**src/hw/rtl/rts_pkg.sv**
```systemverilog
// rts_pkg: shared widths, register indexes and mode codes for the
// RGB565 threshold scaler. No dependencies.
`default_nettype none

package rts_pkg;

    localparam int COORD_W    = 10;  // src/dst column and row
    localparam int PIX_W      = 16;  // RGB565 pixel
    localparam int DIM_REG_W  = 11;  // dimension registers
    localparam int MODE_W     = 2;
    localparam int THR_W      = 8;
    localparam int CFG_IDX_W  = 3;
    localparam int CFG_DATA_W = 11;
    localparam int LUMA_W     = 12;  // 3R + 6G + B peaks at 2504

    localparam logic [4:0] RED_MASK   = 5'h1F;
    localparam logic [5:0] GREEN_MASK = 6'h3F;

    typedef enum logic [CFG_IDX_W-1:0] {
        REG_DISPLAY_WIDTH  = 3'd0,
        REG_DISPLAY_HEIGHT = 3'd1,
        REG_SOURCE_WIDTH   = 3'd2,
        REG_SOURCE_HEIGHT  = 3'd3,
        REG_SCALE_MODE     = 3'd4,
        REG_LUMA_THRESHOLD = 3'd5
    } t_cfg_reg;

    typedef enum logic [MODE_W-1:0] {
        MODE_NONE = 2'd0,
        MODE_FILL = 2'd1,
        MODE_FIT  = 2'd2
    } t_mode;

endpackage

`default_nettype wire

```
**src/hw/rtl/rts_if.sv**
```systemverilog
// rts_if: valid/ready channel interfaces for pixels in, dots out and
// register writes. Depends on rts_pkg.
`default_nettype none

interface rts_in_if;
    import rts_pkg::*;
    logic               valid;
    logic               ready;
    logic [COORD_W-1:0] src_col;
    logic [COORD_W-1:0] src_row;
    logic [PIX_W-1:0]   rgb_pixel;

    modport source (output valid, output src_col, output src_row, output rgb_pixel,
                    input ready);
    modport sink   (input valid, input src_col, input src_row, input rgb_pixel,
                    output ready);
endinterface

interface rts_out_if;
    import rts_pkg::*;
    logic               valid;
    logic               ready;
    logic [COORD_W-1:0] dst_col;
    logic [COORD_W-1:0] dst_row;
    logic               lit;

    modport source (output valid, output dst_col, output dst_row, output lit,
                    input ready);
    modport sink   (input valid, input dst_col, input dst_row, input lit,
                    output ready);
endinterface

interface rts_cfg_if;
    import rts_pkg::*;
    logic                  valid;
    logic                  ready;
    logic [CFG_IDX_W-1:0]  index;
    logic [CFG_DATA_W-1:0] data;

    modport source (output valid, output index, output data, input ready);
    modport sink   (input valid, input index, input data, output ready);
endinterface

`default_nettype wire

```
**src/hw/rtl/rts_divider.sv**
```systemverilog
// rts_divider: restoring unsigned divider, one quotient bit per cycle.
// Used by rts_setup for the fill scales. No package dependency.
`default_nettype none

module rts_divider #(
    parameter int NUM_W = 27,
    parameter int DEN_W = 11
) (
    input  wire logic             i_clk,
    input  wire logic             i_rst_n,
    input  wire logic             i_start,
    input  wire logic [NUM_W-1:0] i_num,
    input  wire logic [DEN_W-1:0] i_den,
    output logic                  o_done,
    output logic [NUM_W-1:0]      o_quo
);

    localparam int CNT_W = $clog2(NUM_W + 1);

    logic             r_busy;
    logic             r_done;
    logic [CNT_W-1:0] r_cnt;
    logic [DEN_W-1:0] r_rem;
    logic [NUM_W-1:0] r_quo;
    logic [DEN_W-1:0] r_den;

    logic [DEN_W:0]   rem_sh;
    logic [DEN_W:0]   rem_diff;
    logic             ge;

    assign rem_sh   = {r_rem, r_quo[NUM_W-1]};
    assign ge       = rem_sh >= {1'b0, r_den};
    assign rem_diff = rem_sh - {1'b0, r_den};

    always_ff @(posedge i_clk) begin
        if (!i_rst_n) begin
            r_busy <= 1'b0;
            r_done <= 1'b0;
            r_cnt  <= '0;
        end else begin
            r_done <= 1'b0;
            if (i_start) begin
                r_busy <= 1'b1;
                r_cnt  <= CNT_W'(NUM_W);
            end else if (r_busy) begin
                r_cnt <= r_cnt - CNT_W'(1);
                if (r_cnt == CNT_W'(1)) begin
                    r_busy <= 1'b0;
                    r_done <= 1'b1;
                end
            end
        end
    end

    always_ff @(posedge i_clk) begin
        if (i_start) begin
            r_rem <= '0;
            r_quo <= i_num;
            r_den <= i_den;
        end else if (r_busy) begin
            r_rem <= ge ? rem_diff[DEN_W-1:0] : rem_sh[DEN_W-1:0];
            r_quo <= {r_quo[NUM_W-2:0], ge};
        end
    end

    assign o_done = r_done;
    assign o_quo  = r_quo;

endmodule

`default_nettype wire

```
**src/hw/rtl/rts_setup.sv**
```systemverilog
// rts_setup: register file and the sequencer that derives scales and offsets
// after reset and each write to registers 0 to 5. Uses rts_pkg, rts_divider.
`default_nettype none

module rts_setup #(
    parameter int MAX_DIM   = 1024,
    parameter int FRAC_BITS = 16
) (
    input  wire logic                i_clk,
    input  wire logic                i_rst_n,
    rts_cfg_if.sink                  i_cfg,
    output logic                     o_busy,
    output logic [rts_pkg::THR_W-1:0] o_thr,
    output logic [((($clog2(MAX_DIM + 1) < rts_pkg::DIM_REG_W) ?
                   $clog2(MAX_DIM + 1) : rts_pkg::DIM_REG_W))-1:0]
                                     o_src_w, o_src_h, o_disp_w, o_disp_h,
    output logic [((($clog2(MAX_DIM + 1) < rts_pkg::DIM_REG_W) ?
                   $clog2(MAX_DIM + 1) : rts_pkg::DIM_REG_W)) + FRAC_BITS-1:0]
                                     o_scale_h, o_scale_v,
    output logic signed [((($clog2(MAX_DIM + 1) < rts_pkg::DIM_REG_W) ?
                   $clog2(MAX_DIM + 1) : rts_pkg::DIM_REG_W))      :0]
                                     o_off_h, o_off_v
);

    import rts_pkg::*;

    localparam int DIM_W   = ($clog2(MAX_DIM + 1) < DIM_REG_W) ?
                             $clog2(MAX_DIM + 1) : DIM_REG_W;
    localparam int SCALE_W = DIM_W + FRAC_BITS;
    localparam int OFF_W   = DIM_W + 1;
    localparam int USED_W  = DIM_W + SCALE_W;

    typedef enum logic [6:0] {
        S_IDLE     = 7'b0000001,
        S_LAUNCH_X = 7'b0000010,
        S_WAIT_X   = 7'b0000100,
        S_LAUNCH_Y = 7'b0001000,
        S_WAIT_Y   = 7'b0010000,
        S_MUL      = 7'b0100000,
        S_FIN      = 7'b1000000
    } t_state;

    function automatic logic [DIM_W-1:0] clamp_dim(input logic [DIM_REG_W-1:0] v);
        logic [DIM_W-1:0] res;
        if (v == '0) begin
            res = DIM_W'(1);
        end else if (32'(v) > MAX_DIM) begin
            res = DIM_W'(MAX_DIM);
        end else begin
            res = DIM_W'(v);
        end
        return res;
    endfunction

    function automatic logic signed [OFF_W-1:0] fit_offset(
        input logic [DIM_W-1:0]  disp,
        input logic [USED_W-1:0] used
    );
        logic [USED_W-1:0] full;
        logic [USED_W-1:0] diff;
        logic [DIM_W-1:0]  half;
        full = USED_W'(disp) << FRAC_BITS;
        diff = full - used;
        half = diff[FRAC_BITS+1 +: DIM_W];
        return (used >= full) ? '0 : $signed({1'b0, half});
    endfunction

    function automatic logic signed [OFF_W-1:0] centre_offset(
        input logic [DIM_W-1:0] disp,
        input logic [DIM_W-1:0] src
    );
        logic signed [OFF_W-1:0] d;
        logic signed [OFF_W-1:0] adj;
        d   = $signed({1'b0, disp}) - $signed({1'b0, src});
        // round toward zero before halving
        adj = d + $signed(OFF_W'(d[OFF_W-1]));
        return adj >>> 1;
    endfunction

    t_state                 r_state, n_state;
    logic [DIM_REG_W-1:0]   r_disp_w, r_disp_h, r_src_w, r_src_h;
    logic [MODE_W-1:0]      r_mode;
    logic [THR_W-1:0]       r_thr;
    logic [SCALE_W-1:0]     r_fx, r_fy, r_min;
    logic [USED_W-1:0]      r_used_h, r_used_v;
    logic [SCALE_W-1:0]     r_scale_h, r_scale_v;
    logic signed [OFF_W-1:0] r_off_h, r_off_v;

    logic [DIM_W-1:0]   dw, dh, sw, sh;
    logic               cfg_take;
    logic               div_start;
    logic               div_done;
    logic [SCALE_W-1:0] div_num;
    logic [DIM_W-1:0]   div_den;
    logic [SCALE_W-1:0] div_quo;
    logic [SCALE_W-1:0] fit_min;

    assign dw = clamp_dim(r_disp_w);
    assign dh = clamp_dim(r_disp_h);
    assign sw = clamp_dim(r_src_w);
    assign sh = clamp_dim(r_src_h);

    assign i_cfg.ready = (r_state == S_IDLE);
    assign cfg_take    = i_cfg.valid && (r_state == S_IDLE);
    assign div_start   = (r_state == S_LAUNCH_X) || (r_state == S_LAUNCH_Y);
    assign div_num     = (r_state == S_LAUNCH_X) ? (SCALE_W'(dw) << FRAC_BITS)
                                                 : (SCALE_W'(dh) << FRAC_BITS);
    assign div_den     = (r_state == S_LAUNCH_X) ? sw : sh;
    assign fit_min     = (r_fx < r_fy) ? r_fx : r_fy;

    rts_divider #(
        .NUM_W (SCALE_W),
        .DEN_W (DIM_W)
    ) u_div (
        .i_clk   (i_clk),
        .i_rst_n (i_rst_n),
        .i_start (div_start),
        .i_num   (div_num),
        .i_den   (div_den),
        .o_done  (div_done),
        .o_quo   (div_quo)
    );

    always_comb begin
        n_state = r_state;
        case (r_state)
            S_IDLE: begin
                if (cfg_take && (32'(i_cfg.index) <= 32'(REG_LUMA_THRESHOLD))) begin
                    n_state = S_LAUNCH_X;
                end
            end
            S_LAUNCH_X: n_state = S_WAIT_X;
            S_WAIT_X: begin
                if (div_done) begin
                    n_state = S_LAUNCH_Y;
                end
            end
            S_LAUNCH_Y: n_state = S_WAIT_Y;
            S_WAIT_Y: begin
                if (div_done) begin
                    n_state = S_MUL;
                end
            end
            S_MUL:   n_state = S_FIN;
            S_FIN:   n_state = S_IDLE;
            default: n_state = S_IDLE;
        endcase
    end

    always_ff @(posedge i_clk) begin
        if (!i_rst_n) begin
            r_state  <= S_LAUNCH_X;
            r_disp_w <= DIM_REG_W'(128);
            r_disp_h <= DIM_REG_W'(64);
            r_src_w  <= DIM_REG_W'(128);
            r_src_h  <= DIM_REG_W'(64);
            r_mode   <= MODE_FIT;
            r_thr    <= THR_W'(128);
        end else begin
            r_state <= n_state;
            if (cfg_take) begin
                case (i_cfg.index)
                    REG_DISPLAY_WIDTH:  r_disp_w <= i_cfg.data;
                    REG_DISPLAY_HEIGHT: r_disp_h <= i_cfg.data;
                    REG_SOURCE_WIDTH:   r_src_w  <= i_cfg.data;
                    REG_SOURCE_HEIGHT:  r_src_h  <= i_cfg.data;
                    REG_SCALE_MODE:     r_mode   <= i_cfg.data[MODE_W-1:0];
                    REG_LUMA_THRESHOLD: r_thr    <= i_cfg.data[THR_W-1:0];
                    default: ;
                endcase
            end
        end
    end

    always_ff @(posedge i_clk) begin
        if (!i_rst_n) begin
            r_scale_h <= '0;
            r_scale_v <= '0;
            r_off_h   <= '0;
            r_off_v   <= '0;
        end else if (r_state == S_FIN) begin
            case (r_mode)
                MODE_FILL: begin
                    r_scale_h <= r_fx;
                    r_scale_v <= r_fy;
                    r_off_h   <= '0;
                    r_off_v   <= '0;
                end
                MODE_FIT: begin
                    r_scale_h <= r_min;
                    r_scale_v <= r_min;
                    r_off_h   <= fit_offset(dw, r_used_h);
                    r_off_v   <= fit_offset(dh, r_used_v);
                end
                default: begin
                    // none, and the unused code
                    r_scale_h <= SCALE_W'(1) << FRAC_BITS;
                    r_scale_v <= SCALE_W'(1) << FRAC_BITS;
                    r_off_h   <= centre_offset(dw, sw);
                    r_off_v   <= centre_offset(dh, sh);
                end
            endcase
        end
    end

    always_ff @(posedge i_clk) begin
        if ((r_state == S_WAIT_X) && div_done) begin
            r_fx <= div_quo;
        end
        if ((r_state == S_WAIT_Y) && div_done) begin
            r_fy <= div_quo;
        end
        if (r_state == S_MUL) begin
            r_min    <= fit_min;
            r_used_h <= USED_W'(sw) * USED_W'(fit_min);
            r_used_v <= USED_W'(sh) * USED_W'(fit_min);
        end
    end

    assign o_busy    = (r_state != S_IDLE);
    assign o_thr     = r_thr;
    assign o_src_w   = sw;
    assign o_src_h   = sh;
    assign o_disp_w  = dw;
    assign o_disp_h  = dh;
    assign o_scale_h = r_scale_h;
    assign o_scale_v = r_scale_v;
    assign o_off_h   = r_off_h;
    assign o_off_v   = r_off_v;

endmodule

`default_nettype wire

```
**src/hw/rtl/rts_front.sv**
```systemverilog
// rts_front: accepts pixels, drops those outside the frame, computes the
// lit flag and the scaled coordinates, pushes them to the queue. Uses rts_pkg.
`default_nettype none

module rts_front #(
    parameter int MAX_DIM   = 1024,
    parameter int FRAC_BITS = 16
) (
    rts_in_if.sink                    i_pix,
    input  wire logic                 i_busy,
    input  wire logic                 i_q_ready,
    input  wire logic [rts_pkg::THR_W-1:0] i_thr,
    input  wire logic [((($clog2(MAX_DIM + 1) < rts_pkg::DIM_REG_W) ?
                   $clog2(MAX_DIM + 1) : rts_pkg::DIM_REG_W))-1:0]
                                      i_src_w, i_src_h,
    input  wire logic [((($clog2(MAX_DIM + 1) < rts_pkg::DIM_REG_W) ?
                   $clog2(MAX_DIM + 1) : rts_pkg::DIM_REG_W)) + FRAC_BITS-1:0]
                                      i_scale_h, i_scale_v,
    output logic                      o_push,
    output logic [2*((($clog2(MAX_DIM + 1) < rts_pkg::DIM_REG_W) ?
                   $clog2(MAX_DIM + 1) : rts_pkg::DIM_REG_W))  :0] o_entry
);

    import rts_pkg::*;

    localparam int DIM_W   = ($clog2(MAX_DIM + 1) < DIM_REG_W) ?
                             $clog2(MAX_DIM + 1) : DIM_REG_W;
    localparam int SCALE_W = DIM_W + FRAC_BITS;
    localparam int PROD_W  = COORD_W + SCALE_W;

    logic              accept;
    logic              in_frame;
    logic [PROD_W-1:0] prod_h, prod_v;
    logic [7:0]        red8, green8, blue8;
    logic [LUMA_W-1:0] luma_sum;
    logic [LUMA_W-1:0] lit_level;
    logic              lit;

    assign i_pix.ready = !i_busy && i_q_ready;
    assign accept      = i_pix.valid && i_pix.ready;
    assign in_frame    = (32'(i_pix.src_col) < 32'(i_src_w)) &&
                         (32'(i_pix.src_row) < 32'(i_src_h));

    assign prod_h = PROD_W'(i_pix.src_col) * PROD_W'(i_scale_h);
    assign prod_v = PROD_W'(i_pix.src_row) * PROD_W'(i_scale_v);

    assign red8   = {i_pix.rgb_pixel[15:11] & RED_MASK, 3'b000};
    assign green8 = {i_pix.rgb_pixel[10:5] & GREEN_MASK, 2'b00};
    assign blue8  = {i_pix.rgb_pixel[4:0] & RED_MASK, 3'b000};

    // sum/10 > thr  <=>  sum >= 10*thr + 10
    assign luma_sum  = LUMA_W'(red8) * LUMA_W'(3) + LUMA_W'(green8) * LUMA_W'(6)
                     + LUMA_W'(blue8);
    assign lit_level = LUMA_W'(i_thr) * LUMA_W'(10) + LUMA_W'(10);
    assign lit       = luma_sum >= lit_level;

    assign o_push  = accept && in_frame;
    assign o_entry = {lit, prod_v[FRAC_BITS +: DIM_W], prod_h[FRAC_BITS +: DIM_W]};

endmodule

`default_nettype wire

```
**src/hw/rtl/rts_queue.sv**
```systemverilog
// rts_queue: small register FIFO between the front and back halves.
// No package dependency.
`default_nettype none

module rts_queue #(
    parameter int WIDTH = 23,
    parameter int DEPTH = 2
) (
    input  wire logic             i_clk,
    input  wire logic             i_rst_n,
    input  wire logic             i_push,
    input  wire logic [WIDTH-1:0] i_data,
    input  wire logic             i_pop,
    output logic                  o_ready,
    output logic                  o_valid,
    output logic [WIDTH-1:0]      o_data
);

    localparam int PTR_W = (DEPTH > 1) ? $clog2(DEPTH) : 1;
    localparam int CNT_W = $clog2(DEPTH + 1);

    logic [WIDTH-1:0] r_mem [DEPTH];
    logic [PTR_W-1:0] r_wr_ptr, r_rd_ptr;
    logic [CNT_W-1:0] r_count;

    always_ff @(posedge i_clk) begin
        if (!i_rst_n) begin
            r_wr_ptr <= '0;
            r_rd_ptr <= '0;
            r_count  <= '0;
        end else begin
            if (i_push) begin
                r_wr_ptr <= (r_wr_ptr == PTR_W'(DEPTH - 1)) ? '0 : r_wr_ptr + PTR_W'(1);
            end
            if (i_pop) begin
                r_rd_ptr <= (r_rd_ptr == PTR_W'(DEPTH - 1)) ? '0 : r_rd_ptr + PTR_W'(1);
            end
            if (i_push && !i_pop) begin
                r_count <= r_count + CNT_W'(1);
            end else if (!i_push && i_pop) begin
                r_count <= r_count - CNT_W'(1);
            end
        end
    end

    always_ff @(posedge i_clk) begin
        if (i_push) begin
            r_mem[r_wr_ptr] <= i_data;
        end
    end

    assign o_ready = (r_count != CNT_W'(DEPTH));
    assign o_valid = (r_count != '0);
    assign o_data  = r_mem[r_rd_ptr];

endmodule

`default_nettype wire

```
**src/hw/rtl/rts_back.sv**
```systemverilog
// rts_back: adds offsets, drops dots off the display, holds the result in
// the output register. Uses rts_pkg.
`default_nettype none

module rts_back #(
    parameter int MAX_DIM = 1024
) (
    input  wire logic                 i_clk,
    input  wire logic                 i_rst_n,
    input  wire logic                 i_q_valid,
    input  wire logic [2*((($clog2(MAX_DIM + 1) < rts_pkg::DIM_REG_W) ?
                   $clog2(MAX_DIM + 1) : rts_pkg::DIM_REG_W))  :0] i_entry,
    input  wire logic [((($clog2(MAX_DIM + 1) < rts_pkg::DIM_REG_W) ?
                   $clog2(MAX_DIM + 1) : rts_pkg::DIM_REG_W))-1:0]
                                      i_disp_w, i_disp_h,
    input  wire logic signed [((($clog2(MAX_DIM + 1) < rts_pkg::DIM_REG_W) ?
                   $clog2(MAX_DIM + 1) : rts_pkg::DIM_REG_W))      :0]
                                      i_off_h, i_off_v,
    output logic                      o_pop,
    rts_out_if.source                 o_dot
);

    import rts_pkg::*;

    localparam int DIM_W = ($clog2(MAX_DIM + 1) < DIM_REG_W) ?
                           $clog2(MAX_DIM + 1) : DIM_REG_W;
    localparam int TX_W  = DIM_W + 2;

    logic               r_out_valid;
    logic [COORD_W-1:0] r_dst_col, r_dst_row;
    logic               r_lit;

    logic [DIM_W-1:0]   map_h, map_v;
    logic               head_lit;
    logic [TX_W-1:0]    tx, ty;
    logic               on_disp;

    assign map_h    = i_entry[DIM_W-1:0];
    assign map_v    = i_entry[2*DIM_W-1:DIM_W];
    assign head_lit = i_entry[2*DIM_W];

    assign tx = TX_W'(i_off_h) + TX_W'(map_h);
    assign ty = TX_W'(i_off_v) + TX_W'(map_v);

    assign on_disp = !tx[TX_W-1] && (tx[TX_W-2:0] < (TX_W-1)'(i_disp_w)) &&
                     !ty[TX_W-1] && (ty[TX_W-2:0] < (TX_W-1)'(i_disp_h));

    // advance when the output register is empty or being emptied
    assign o_pop = i_q_valid && (!r_out_valid || o_dot.ready);

    always_ff @(posedge i_clk) begin
        if (!i_rst_n) begin
            r_out_valid <= 1'b0;
        end else if (o_pop) begin
            r_out_valid <= on_disp;
        end else if (o_dot.ready) begin
            r_out_valid <= 1'b0;
        end
    end

    always_ff @(posedge i_clk) begin
        if (o_pop) begin
            r_dst_col <= COORD_W'($unsigned(tx[TX_W-2:0]));
            r_dst_row <= COORD_W'($unsigned(ty[TX_W-2:0]));
            r_lit     <= head_lit;
        end
    end

    assign o_dot.valid   = r_out_valid;
    assign o_dot.dst_col = r_dst_col;
    assign o_dot.dst_row = r_dst_row;
    assign o_dot.lit     = r_lit;

endmodule

`default_nettype wire

```
**src/hw/rtl/rgb565_threshold_scaler.sv**
```systemverilog
// rgb565_threshold_scaler: top level; wires setup, front, queue and back.
// Depends on rts_pkg, rts_if, rts_setup, rts_front, rts_queue, rts_back.
//
//   port    dir   carries
//   i_pix   sink  src_col, src_row, rgb_pixel
//   o_dot   src   dst_col, dst_row, lit
//   i_cfg   sink  index, data (register write)
//
// One pixel per cycle sustained while setup is idle and the queue has room; a
// pixel is written to the queue at the edge that accepts it and moves to the
// output register once it heads the queue and the output register is free. After
// reset and after each write to a defined register the setup sequencer runs two
// serial divisions (one quotient bit a cycle) plus a multiply; i_pix and i_cfg
// hold ready low meanwhile. A stalled o_dot fills the two-entry queue, then
// drops i_pix.ready. Pixels outside the frame or off the display give no result.
`default_nettype none

module rgb565_threshold_scaler #(
    parameter int MAX_DIM   = 1024,
    parameter int FRAC_BITS = 16
) (
    input  wire logic  i_clk,
    input  wire logic  i_rst_n,
    rts_in_if.sink     i_pix,
    rts_out_if.source  o_dot,
    rts_cfg_if.sink    i_cfg
);

    import rts_pkg::*;

    localparam int DIM_W   = ($clog2(MAX_DIM + 1) < DIM_REG_W) ?
                             $clog2(MAX_DIM + 1) : DIM_REG_W;
    localparam int SCALE_W = DIM_W + FRAC_BITS;
    localparam int OFF_W   = DIM_W + 1;
    localparam int ENTRY_W = 2 * DIM_W + 1;

    logic                    busy;
    logic [THR_W-1:0]        thr;
    logic [DIM_W-1:0]        src_w, src_h, disp_w, disp_h;
    logic [SCALE_W-1:0]      scale_h, scale_v;
    logic signed [OFF_W-1:0] off_h, off_v;
    logic                    push, pop, q_ready, q_valid;
    logic [ENTRY_W-1:0]      push_entry, head_entry;

    rts_setup #(
        .MAX_DIM   (MAX_DIM),
        .FRAC_BITS (FRAC_BITS)
    ) u_setup (
        .i_clk     (i_clk),
        .i_rst_n   (i_rst_n),
        .i_cfg     (i_cfg),
        .o_busy    (busy),
        .o_thr     (thr),
        .o_src_w   (src_w),
        .o_src_h   (src_h),
        .o_disp_w  (disp_w),
        .o_disp_h  (disp_h),
        .o_scale_h (scale_h),
        .o_scale_v (scale_v),
        .o_off_h   (off_h),
        .o_off_v   (off_v)
    );

    rts_front #(
        .MAX_DIM   (MAX_DIM),
        .FRAC_BITS (FRAC_BITS)
    ) u_front (
        .i_pix     (i_pix),
        .i_busy    (busy),
        .i_q_ready (q_ready),
        .i_thr     (thr),
        .i_src_w   (src_w),
        .i_src_h   (src_h),
        .i_scale_h (scale_h),
        .i_scale_v (scale_v),
        .o_push    (push),
        .o_entry   (push_entry)
    );

    rts_queue #(
        .WIDTH (ENTRY_W),
        .DEPTH (2)
    ) u_queue (
        .i_clk   (i_clk),
        .i_rst_n (i_rst_n),
        .i_push  (push),
        .i_data  (push_entry),
        .i_pop   (pop),
        .o_ready (q_ready),
        .o_valid (q_valid),
        .o_data  (head_entry)
    );

    rts_back #(
        .MAX_DIM (MAX_DIM)
    ) u_back (
        .i_clk     (i_clk),
        .i_rst_n   (i_rst_n),
        .i_q_valid (q_valid),
        .i_entry   (head_entry),
        .i_disp_w  (disp_w),
        .i_disp_h  (disp_h),
        .i_off_h   (off_h),
        .i_off_v   (off_v),
        .o_pop     (pop),
        .o_dot     (o_dot)
    );

endmodule

`default_nettype wire

```
**src/flat_wrapper.sv**
```systemverilog
// flat-port wrapper written by rule: the top's interface ports become plain ports
module rgb565_threshold_scaler_flat import rts_pkg::*;
#(
    parameter int MAX_DIM   = 1024,
    parameter int FRAC_BITS = 16
)
  (i_clk, i_rst_n, i_pix_valid, i_pix_src_col, i_pix_src_row, i_pix_rgb_pixel, i_pix_ready, o_dot_valid, o_dot_dst_col, o_dot_dst_row, o_dot_lit, o_dot_ready, i_cfg_valid, i_cfg_index, i_cfg_data, i_cfg_ready);
  rts_in_if i_pix_i ();
  rts_out_if o_dot_i ();
  rts_cfg_if i_cfg_i ();
  input  wire logic i_clk;
  input  wire logic i_rst_n;
  input wire logic [$bits(i_pix_i.valid)-1:0] i_pix_valid;
  input wire logic [$bits(i_pix_i.src_col)-1:0] i_pix_src_col;
  input wire logic [$bits(i_pix_i.src_row)-1:0] i_pix_src_row;
  input wire logic [$bits(i_pix_i.rgb_pixel)-1:0] i_pix_rgb_pixel;
  output wire logic [$bits(i_pix_i.ready)-1:0] i_pix_ready;
  output wire logic [$bits(o_dot_i.valid)-1:0] o_dot_valid;
  output wire logic [$bits(o_dot_i.dst_col)-1:0] o_dot_dst_col;
  output wire logic [$bits(o_dot_i.dst_row)-1:0] o_dot_dst_row;
  output wire logic [$bits(o_dot_i.lit)-1:0] o_dot_lit;
  input wire logic [$bits(o_dot_i.ready)-1:0] o_dot_ready;
  input wire logic [$bits(i_cfg_i.valid)-1:0] i_cfg_valid;
  input wire logic [$bits(i_cfg_i.index)-1:0] i_cfg_index;
  input wire logic [$bits(i_cfg_i.data)-1:0] i_cfg_data;
  output wire logic [$bits(i_cfg_i.ready)-1:0] i_cfg_ready;
  assign i_pix_i.valid = i_pix_valid;
  assign i_pix_i.src_col = i_pix_src_col;
  assign i_pix_i.src_row = i_pix_src_row;
  assign i_pix_i.rgb_pixel = i_pix_rgb_pixel;
  assign i_pix_ready = i_pix_i.ready;
  assign o_dot_valid = o_dot_i.valid;
  assign o_dot_dst_col = o_dot_i.dst_col;
  assign o_dot_dst_row = o_dot_i.dst_row;
  assign o_dot_lit = o_dot_i.lit;
  assign o_dot_i.ready = o_dot_ready;
  assign i_cfg_i.valid = i_cfg_valid;
  assign i_cfg_i.index = i_cfg_index;
  assign i_cfg_i.data = i_cfg_data;
  assign i_cfg_ready = i_cfg_i.ready;
  rgb565_threshold_scaler #(.MAX_DIM(MAX_DIM), .FRAC_BITS(FRAC_BITS)) u_core (.i_clk(i_clk), .i_rst_n(i_rst_n), .i_pix(i_pix_i), .o_dot(o_dot_i), .i_cfg(i_cfg_i));
endmodule
```
**config.mk**
```make
export PLATFORM = sky130hd
export DESIGN_NAME = rgb565_threshold_scaler_flat
export DESIGN_NICKNAME = d
export VERILOG_FILES = /design/src/hw/rtl/rts_pkg.sv /design/src/hw/rtl/rts_if.sv /design/src/hw/rtl/rts_divider.sv /design/src/hw/rtl/rts_setup.sv /design/src/hw/rtl/rts_front.sv /design/src/hw/rtl/rts_queue.sv /design/src/hw/rtl/rts_back.sv /design/src/hw/rtl/rgb565_threshold_scaler.sv /design/src/flat_wrapper.sv
export SDC_FILE = /design/constraint.sdc
export NUM_CORES = 2
export LEC_CHECK = 0
export ABC_CLOCK_PERIOD_IN_PS = 16300
export BUFFER_PORTS_ARGS = -buffer_cell sky130_fd_sc_hd__buf_4
export CAP_MARGIN = 20
export CORE_AREA = 2 2 300 302
export CTS_BUF_LIST = sky130_fd_sc_hd__clkbuf_4
export DETAILED_ROUTE_END_ITERATION = 10
export DIE_AREA = 0 0 302 304
export PLACE_DENSITY = 0.72
export RECOVER_POWER = 100
export SLEW_MARGIN = 20
export SYNTH_ARGS = -nofsm -noshare
export SYNTH_HDL_FRONTEND = slang
export SYNTH_SLANG_ARGS = --single-unit
```
**constraint.sdc**
```tcl
create_clock -name i_clk -period 16.3 [get_ports i_clk]
set_input_delay 1.63 -clock i_clk [delete_from_list [all_inputs] [get_ports i_clk]]
set_output_delay 1.63 -clock i_clk [all_outputs]
set_load 0.1 [all_outputs]
```
# Yosys cells after proc, flatten, opt, wreduce, memory -nomap -nowiden
# Memory sizes are Yosys's and may differ from the RTL's. A register that Yosys moved wholly into a read port is not among the register bits.
# Index checks and enable logic that the tools add are counted.
# totals
word_cells	171
regBits	378
n_memories	1
inputBits	55
output_inout_bits	24
ram_bits	46
# classes
order_cmp	14
add_sub_neg	17
n_bitwise	2
reduce_logical	40
mux	40
eq_ne	20
n_mul	7
# mem_list
memory	depth	width	rd	rd_clocked_by_memory_dff	wr	line_no	source
u_core.u_queue.r_mem	2	23	1	1	1	rts_queue.sv:22	logic [WIDTH-1:0] r_mem [DEPTH];
# ops
cell	n
two-way mux 11 bit	12
two-way mux 27 bit	4
one-hot mux 27 bit (2 select lines)	2
greater-or-equal comparator 38 x 27 -> 1 bit	2
multiplier 11 x 27 -> 38 bit	2
subtractor 27 x 28 -> 28 bit	2
multiplier 10 x 27 -> 27 bit	2
one-hot mux 12 bit (2 select lines)	2
> comparator 11 bit, second input constant	4
zero test 11 bit	4
one-hot mux 7 bit (6 select lines)	1
< comparator 27 bit	1
adder 12 x 12 -> 13 bit	2
adder 12 x 2 -> 12 bit	2
< comparator 12 x 11 -> 1 bit	2
subtractor 11 x 11 -> 12 bit	2
< comparator 10 x 11 -> 1 bit	2
two-way mux 7 bit	3
logical AND 1 bit	14
adder 10 x 11 -> 12 bit	1
adder 12 x 4 -> 12 bit, second input constant	1
adder 12 x 8 -> 12 bit	1
greater-or-equal comparator 12 x 11 -> 1 bit	1
greater-or-equal comparator 12 bit	1
other kinds (37)	70

# Longest topological paths before layout
# depth
depth_word	10
mapped_depth	35
mapped_depth_nobuf	32

# Hierarchy
# From an unflattened synthesis, not the netlist that was laid out.
# unflattened
hier_cells	6056
hier_area_um2	56794.5
# modules_own_cells
module	seq_area_each_um2	cells_each	instances	area_each_um2
rts_setup	7497.2	3888	1	35871.9
rts_front	0.0	1627	1	14142.3
rts_divider	1501.4	230	1	2775.2
rts_back	650.6	218	1	2130.8
rts_queue	1481.4	93	1	1874.3

# Least setup slack after synthesis
# Ideal clock, no wire load.
# synth_path
kind	flip-flop to flip-flop
start	reg u_core.u_setup.r_state[2]
end	reg u_core.u_setup.r_state[0]
setup_ns	0.586
setup_slack_ns	4.218
n_path_buf	0
path_stages_with_launch	5
arrival_ns	11.496
period_less_slack_ns	12.082
required_ns	15.714
path_cell_list	dfxtp_1 > nor2_1 > nand2_1 > nor4b_1 > nor3_1
# synth_between
elab_chain_len	5
word_cells_on_any_way	13
classes_between	eq/ne: 9; mux: 1; reduce/logical: 3
# synth_lines
item	line_no	source
from (decl)	rts_setup.sv:80	t_state r_state, n_state;
from (signal assigned)	rts_setup.sv:160	r_state <= n_state;
== test 7 x 1 -> 1 bit	rts_setup.sv:104, rts_setup.sv:126	
logical AND 1 bit	rts_setup.sv:104	assign cfg_take = i_cfg.valid && (r_state == S_IDLE);
logical AND 1 bit	rts_setup.sv:128	if (cfg_take && (32'(i_cfg.index) <= 32'(REG_LUMA_THRESHOLD))) begin
!= test 2 x 1 -> 1 bit (no source line)	--	
AND reduction 3 bit (no source line)	--	
# Parallel ways exist; a longest one is shown, timed or not.
# A chain may end at the register's enable or synchronous reset.

# Worst setup path after layout
# layout_path
start	reg u_core.u_setup.r_fy[8]
end	reg u_core.u_setup.r_used_h[37] (data pin)
# layout_between
elab_chain_len	3
# layout_lines
item	line_no	source
from (decl)	rts_setup.sv:84	logic [SCALE_W-1:0] r_fx, r_fy, r_min;
from (signal assigned)	rts_setup.sv:211	r_fy <= div_quo;
< comparator 27 bit	rts_setup.sv:109	assign fit_min = (r_fx < r_fy) ? r_fx : r_fy;
two-way mux 27 bit *	rts_setup.sv:109	
multiplier 11 x 27 -> 38 bit *	rts_setup.sv:215	r_used_h <= USED_W'(sw) * USED_W'(fit_min);
to (signal assigned)	rts_setup.sv:215	
to (decl)	rts_setup.sv:85	logic [USED_W-1:0] r_used_h, r_used_v;
# Mark *: on every way between the ends. The rest lies on a longest branch, timed or not.

==> impl_metrics.toml <==
[power_and_ir_drop]
power.switching_fraction = 0.350
post-layout-total-power_mw = 2.99
total_leakage_power_nw = 25.6
vdd_drop_max_mv = 0.161
power_frac_clock = 0.345
pwr-share-comb = 0.236
p_sw_mw = 1.05
power_frac_seq = 0.419
p_int_mw = 1.95
pwr_density_cell_nw_per_um2 = 54.3

[synthesis]
synth.most_common_cell = "sky130_fd_sc_hd__inv_1"
synth.distinct_cells = 78
yosys_warn_count = 0
netlist.top_cell.by_area = "sky130_fd_sc_hd__fa_1"
synth_ff_type = "sky130_fd_sc_hd__edfxtp_1"
synth-edff-count = 262
synth_fp_nets = 6927
ys_async_sr_fraction = 0
ys_seq_elements = 425
synth.cells.most_frequent = "sky130_fd_sc_hd__inv_1, sky130_fd_sc_hd__nand2_1, sky130_fd_sc_hd__fa_1, sky130_fd_sc_hd__nor2_1, sky130_fd_sc_hd__ha_1"
post_synth_instance_area_um2 = 52600
postSynthAreaPerCell_um2 = 9.31
synth_top_cells_by_area = "sky130_fd_sc_hd__fa_1, sky130_fd_sc_hd__edfxtp_1, sky130_fd_sc_hd__ha_1"
synth_top_area_frac = 0.295
seq_area_frac_synth = 0.211
gate_count_of_the_mapped_netlist = 5653

[job]
cap_viol_max_count = 17

[global_routing]
first_global_vias = 41178
globalRouteTotalUtil = 0.328
grt_max_degree = 108
grt_first_pass_wirelength_um = 230000
number_of_antenna_violations_at_the_first_check_in_global_routing = 9
grt_overflow = 0

[timing]
slew_headroom = -1.74
grt_setup_unrepaired = "no"
final.setup.tns_ns = 0
min_period_ns = 10.65
hold_viol = 0
worst_slack_ns = 5.65
finClkSkew_ns = 0.123
timing.fmax_mhz = 93.9
layout_worst_path_cycle_share = 0.653
worst_pin_slew_ns = 4.10
final-setup-viol-count = 0
maxSlewViolCount = 534

[routing]
route.detailed.vias_per_inst = 5.90
drcViolationCount = 0
antenna_left = 0
wl_cell_um = 21.4
drt_iter0_drc = 3511
wl_um = 148000
detailroute.via_count = 40851
drtPass1Iterations = 6

[cts]
clock_tree.root_cell = "sky130_fd_sc_hd__clkbuf_4"
cts_tree = "done"
clk_pin_slew_worst_paths_ns = 0.08
count_of_h_tree_levels_built_during_cts = 3
cts_hold_repair.buffers = 0
cts.sink_count = 425
cts.path.max_buffers = 3
cts-buffers-inserted = 116
post_cts_setup_inserts = 0
cts.repair.resized = 0
clkLatencyLatePin_ns = 0.98

[die]
placeableCoreArea_um2 = 89000
start_util = 0.591
die_height_um = 304
floorplan.die_area_um2 = 91800
floorplan.io_pins = 79
dieWidth_um = 302
placement_rows = 110

[critical_path]
r2r_cells = 29
crit_cells = 29
setup.worst_path.class = "reg -> reg"
critical-path-slowest-cell = "sky130_fd_sc_hd__a221o_1"
timing.critical_path.buf_inv = 5
setup.worst_path.start_class = "register"
crit_family = "compound AO/OA/AOI/OAI gates"
crit_required_ns = 16.98
cpPeakStageDelay_ns = 1.50
critical_path.max_fanout = 27
element_type_at_the_critical_path_end = "register"
worstPathArrival_ns = 11.32

[final_layout]
finalNetCount = 6913
area.growth.synth_to_final_pct = 4.74
final_cell_area_um2 = 55100
final_layout_size_suffix_gt1_frac = 0.0584

[placement]
routabilityCongestion = 0.969
io_buffer_count = 78
place_area_um2 = 54000
hpwl_um = 115000
placement_setup_slack_ns = 7.20

[worst_hold_path]
hold-path-cell-count = 0
hold_path.class = "reg -> reg"

[run_status]
failed_checks = "max-capacitance violations, max-slew violations"
run_status = "finished, violations left"
==> logic make-up (layout without fill, tap and decap cells) <==
family	Yosys count	after routing	share of synthesized area
multiplexers	85	85	0.0224
other	0	7	0
XOR/XNOR	220	220	0.0366
AO/OA/AOI/OAI	737	737	0.0906
buffers and inverters	1141	1227	0.0841
flip-flops	425	425	0.211
adder cells (fa/ha/maj)	1219	1219	0.400
AND/OR/NAND/NOR	1826	1826	0.154
==> placed cells by master, fill, tap and decap left out, types with 117 or more instances in the layout <==
cell type,n
sky130_fd_sc_hd__inv_1,864
sky130_fd_sc_hd__nand2_1,805
sky130_fd_sc_hd__fa_1,776
sky130_fd_sc_hd__nor2_1,467
sky130_fd_sc_hd__ha_1,441
sky130_fd_sc_hd__edfxtp_1,262
sky130_fd_sc_hd__a21oi_1,245
sky130_fd_sc_hd__and2_1,185
sky130_fd_sc_hd__clkbuf_4,174
sky130_fd_sc_hd__dfxtp_1,163
sky130_fd_sc_hd__xnor2_1,158
sky130_fd_sc_hd__o21ai_0,117
==> per-stage QoR <==
| step | util | std cells | hold slack [ns] |
|---|---|---|---|
| final | 0.619 | 6922 | 0.409 |
| after global routing | 0.619 | 6921 | 0.427 |
| after CTS | 0.624 | 6915 | 0.431 |
| after detailed placement | 0.606 | 6697 | 0.460 |
| after global placement | 0.606 | 6697 | 0.447 |
| after floorplan | - | 5653 | 0.436 |
==> final timing paths <==
| check | startpoint | to | slack [ns] |
|---|---|---|---|
| max | u_core.u_setup.r_fy[8] | u_core.u_setup.r_used_h[37] | 5.65 |
| min | u_core.u_setup.u_div.o_quo[24] | u_core.u_setup.r_fx[24] | 0.41 |
| max reg2reg | u_core.u_setup.r_fy[8] | u_core.u_setup.r_used_h[37] | 5.65 |
| min reg2reg | u_core.u_setup.u_div.o_quo[24] | u_core.u_setup.r_fx[24] | 0.41 |
==> power groups by stage <==
stage	combinational [mW]	sequential, mW	clock (mW)
final	0.707	1.25	1.03
after global routing	0.770	1.26	1.10
after CTS	0.730	1.25	1.05
after detailed placement	0.725	1.28	0
after global placement	0.716	1.28	0
after floorplan	0.357	1.46	0
==> metal layers <==
metal	track usage	vias to the layer above	wire, um	share of wire
li1	-	18228	-	-
met1	0.431	20340	57600	0.39
met2	0.511	1860	67400	0.46
met3	0.0837	413	15300	0.10
met4	0.150	10	7490	0.051
met5	0	-	70	0.00047
==> cell type report <==
cell class / instances / area [um2]
fillers: 7663 / 33900
well taps: 1176 / 1470
repair buffers: 120 / 739
inverters: 889 / 3340
clock inverters: 44 / 280
flip-flops and latches: 425 / 11100
clock buffers: 174 / 1310
diodes: 7 / 17.5
multi-input cells: 4087 / 36800
==> sequential cells by signal, summed over array words and instances (netlist names), 27 cells and up, named ones only <==
name                        count
u_core.u_setup.o_scale_v       27
u_core.u_setup.r_min           27
u_core.u_setup.r_fx            27
u_core.u_setup.r_used_h        38
u_core.u_setup.o_scale_h       27
u_core.u_setup.u_div.o_quo     27
u_core.u_setup.r_used_v        38
u_core.u_queue.r_mem           46
u_core.u_setup.r_fy            27
Note: power is estimated with default switching activity, not from simulation.
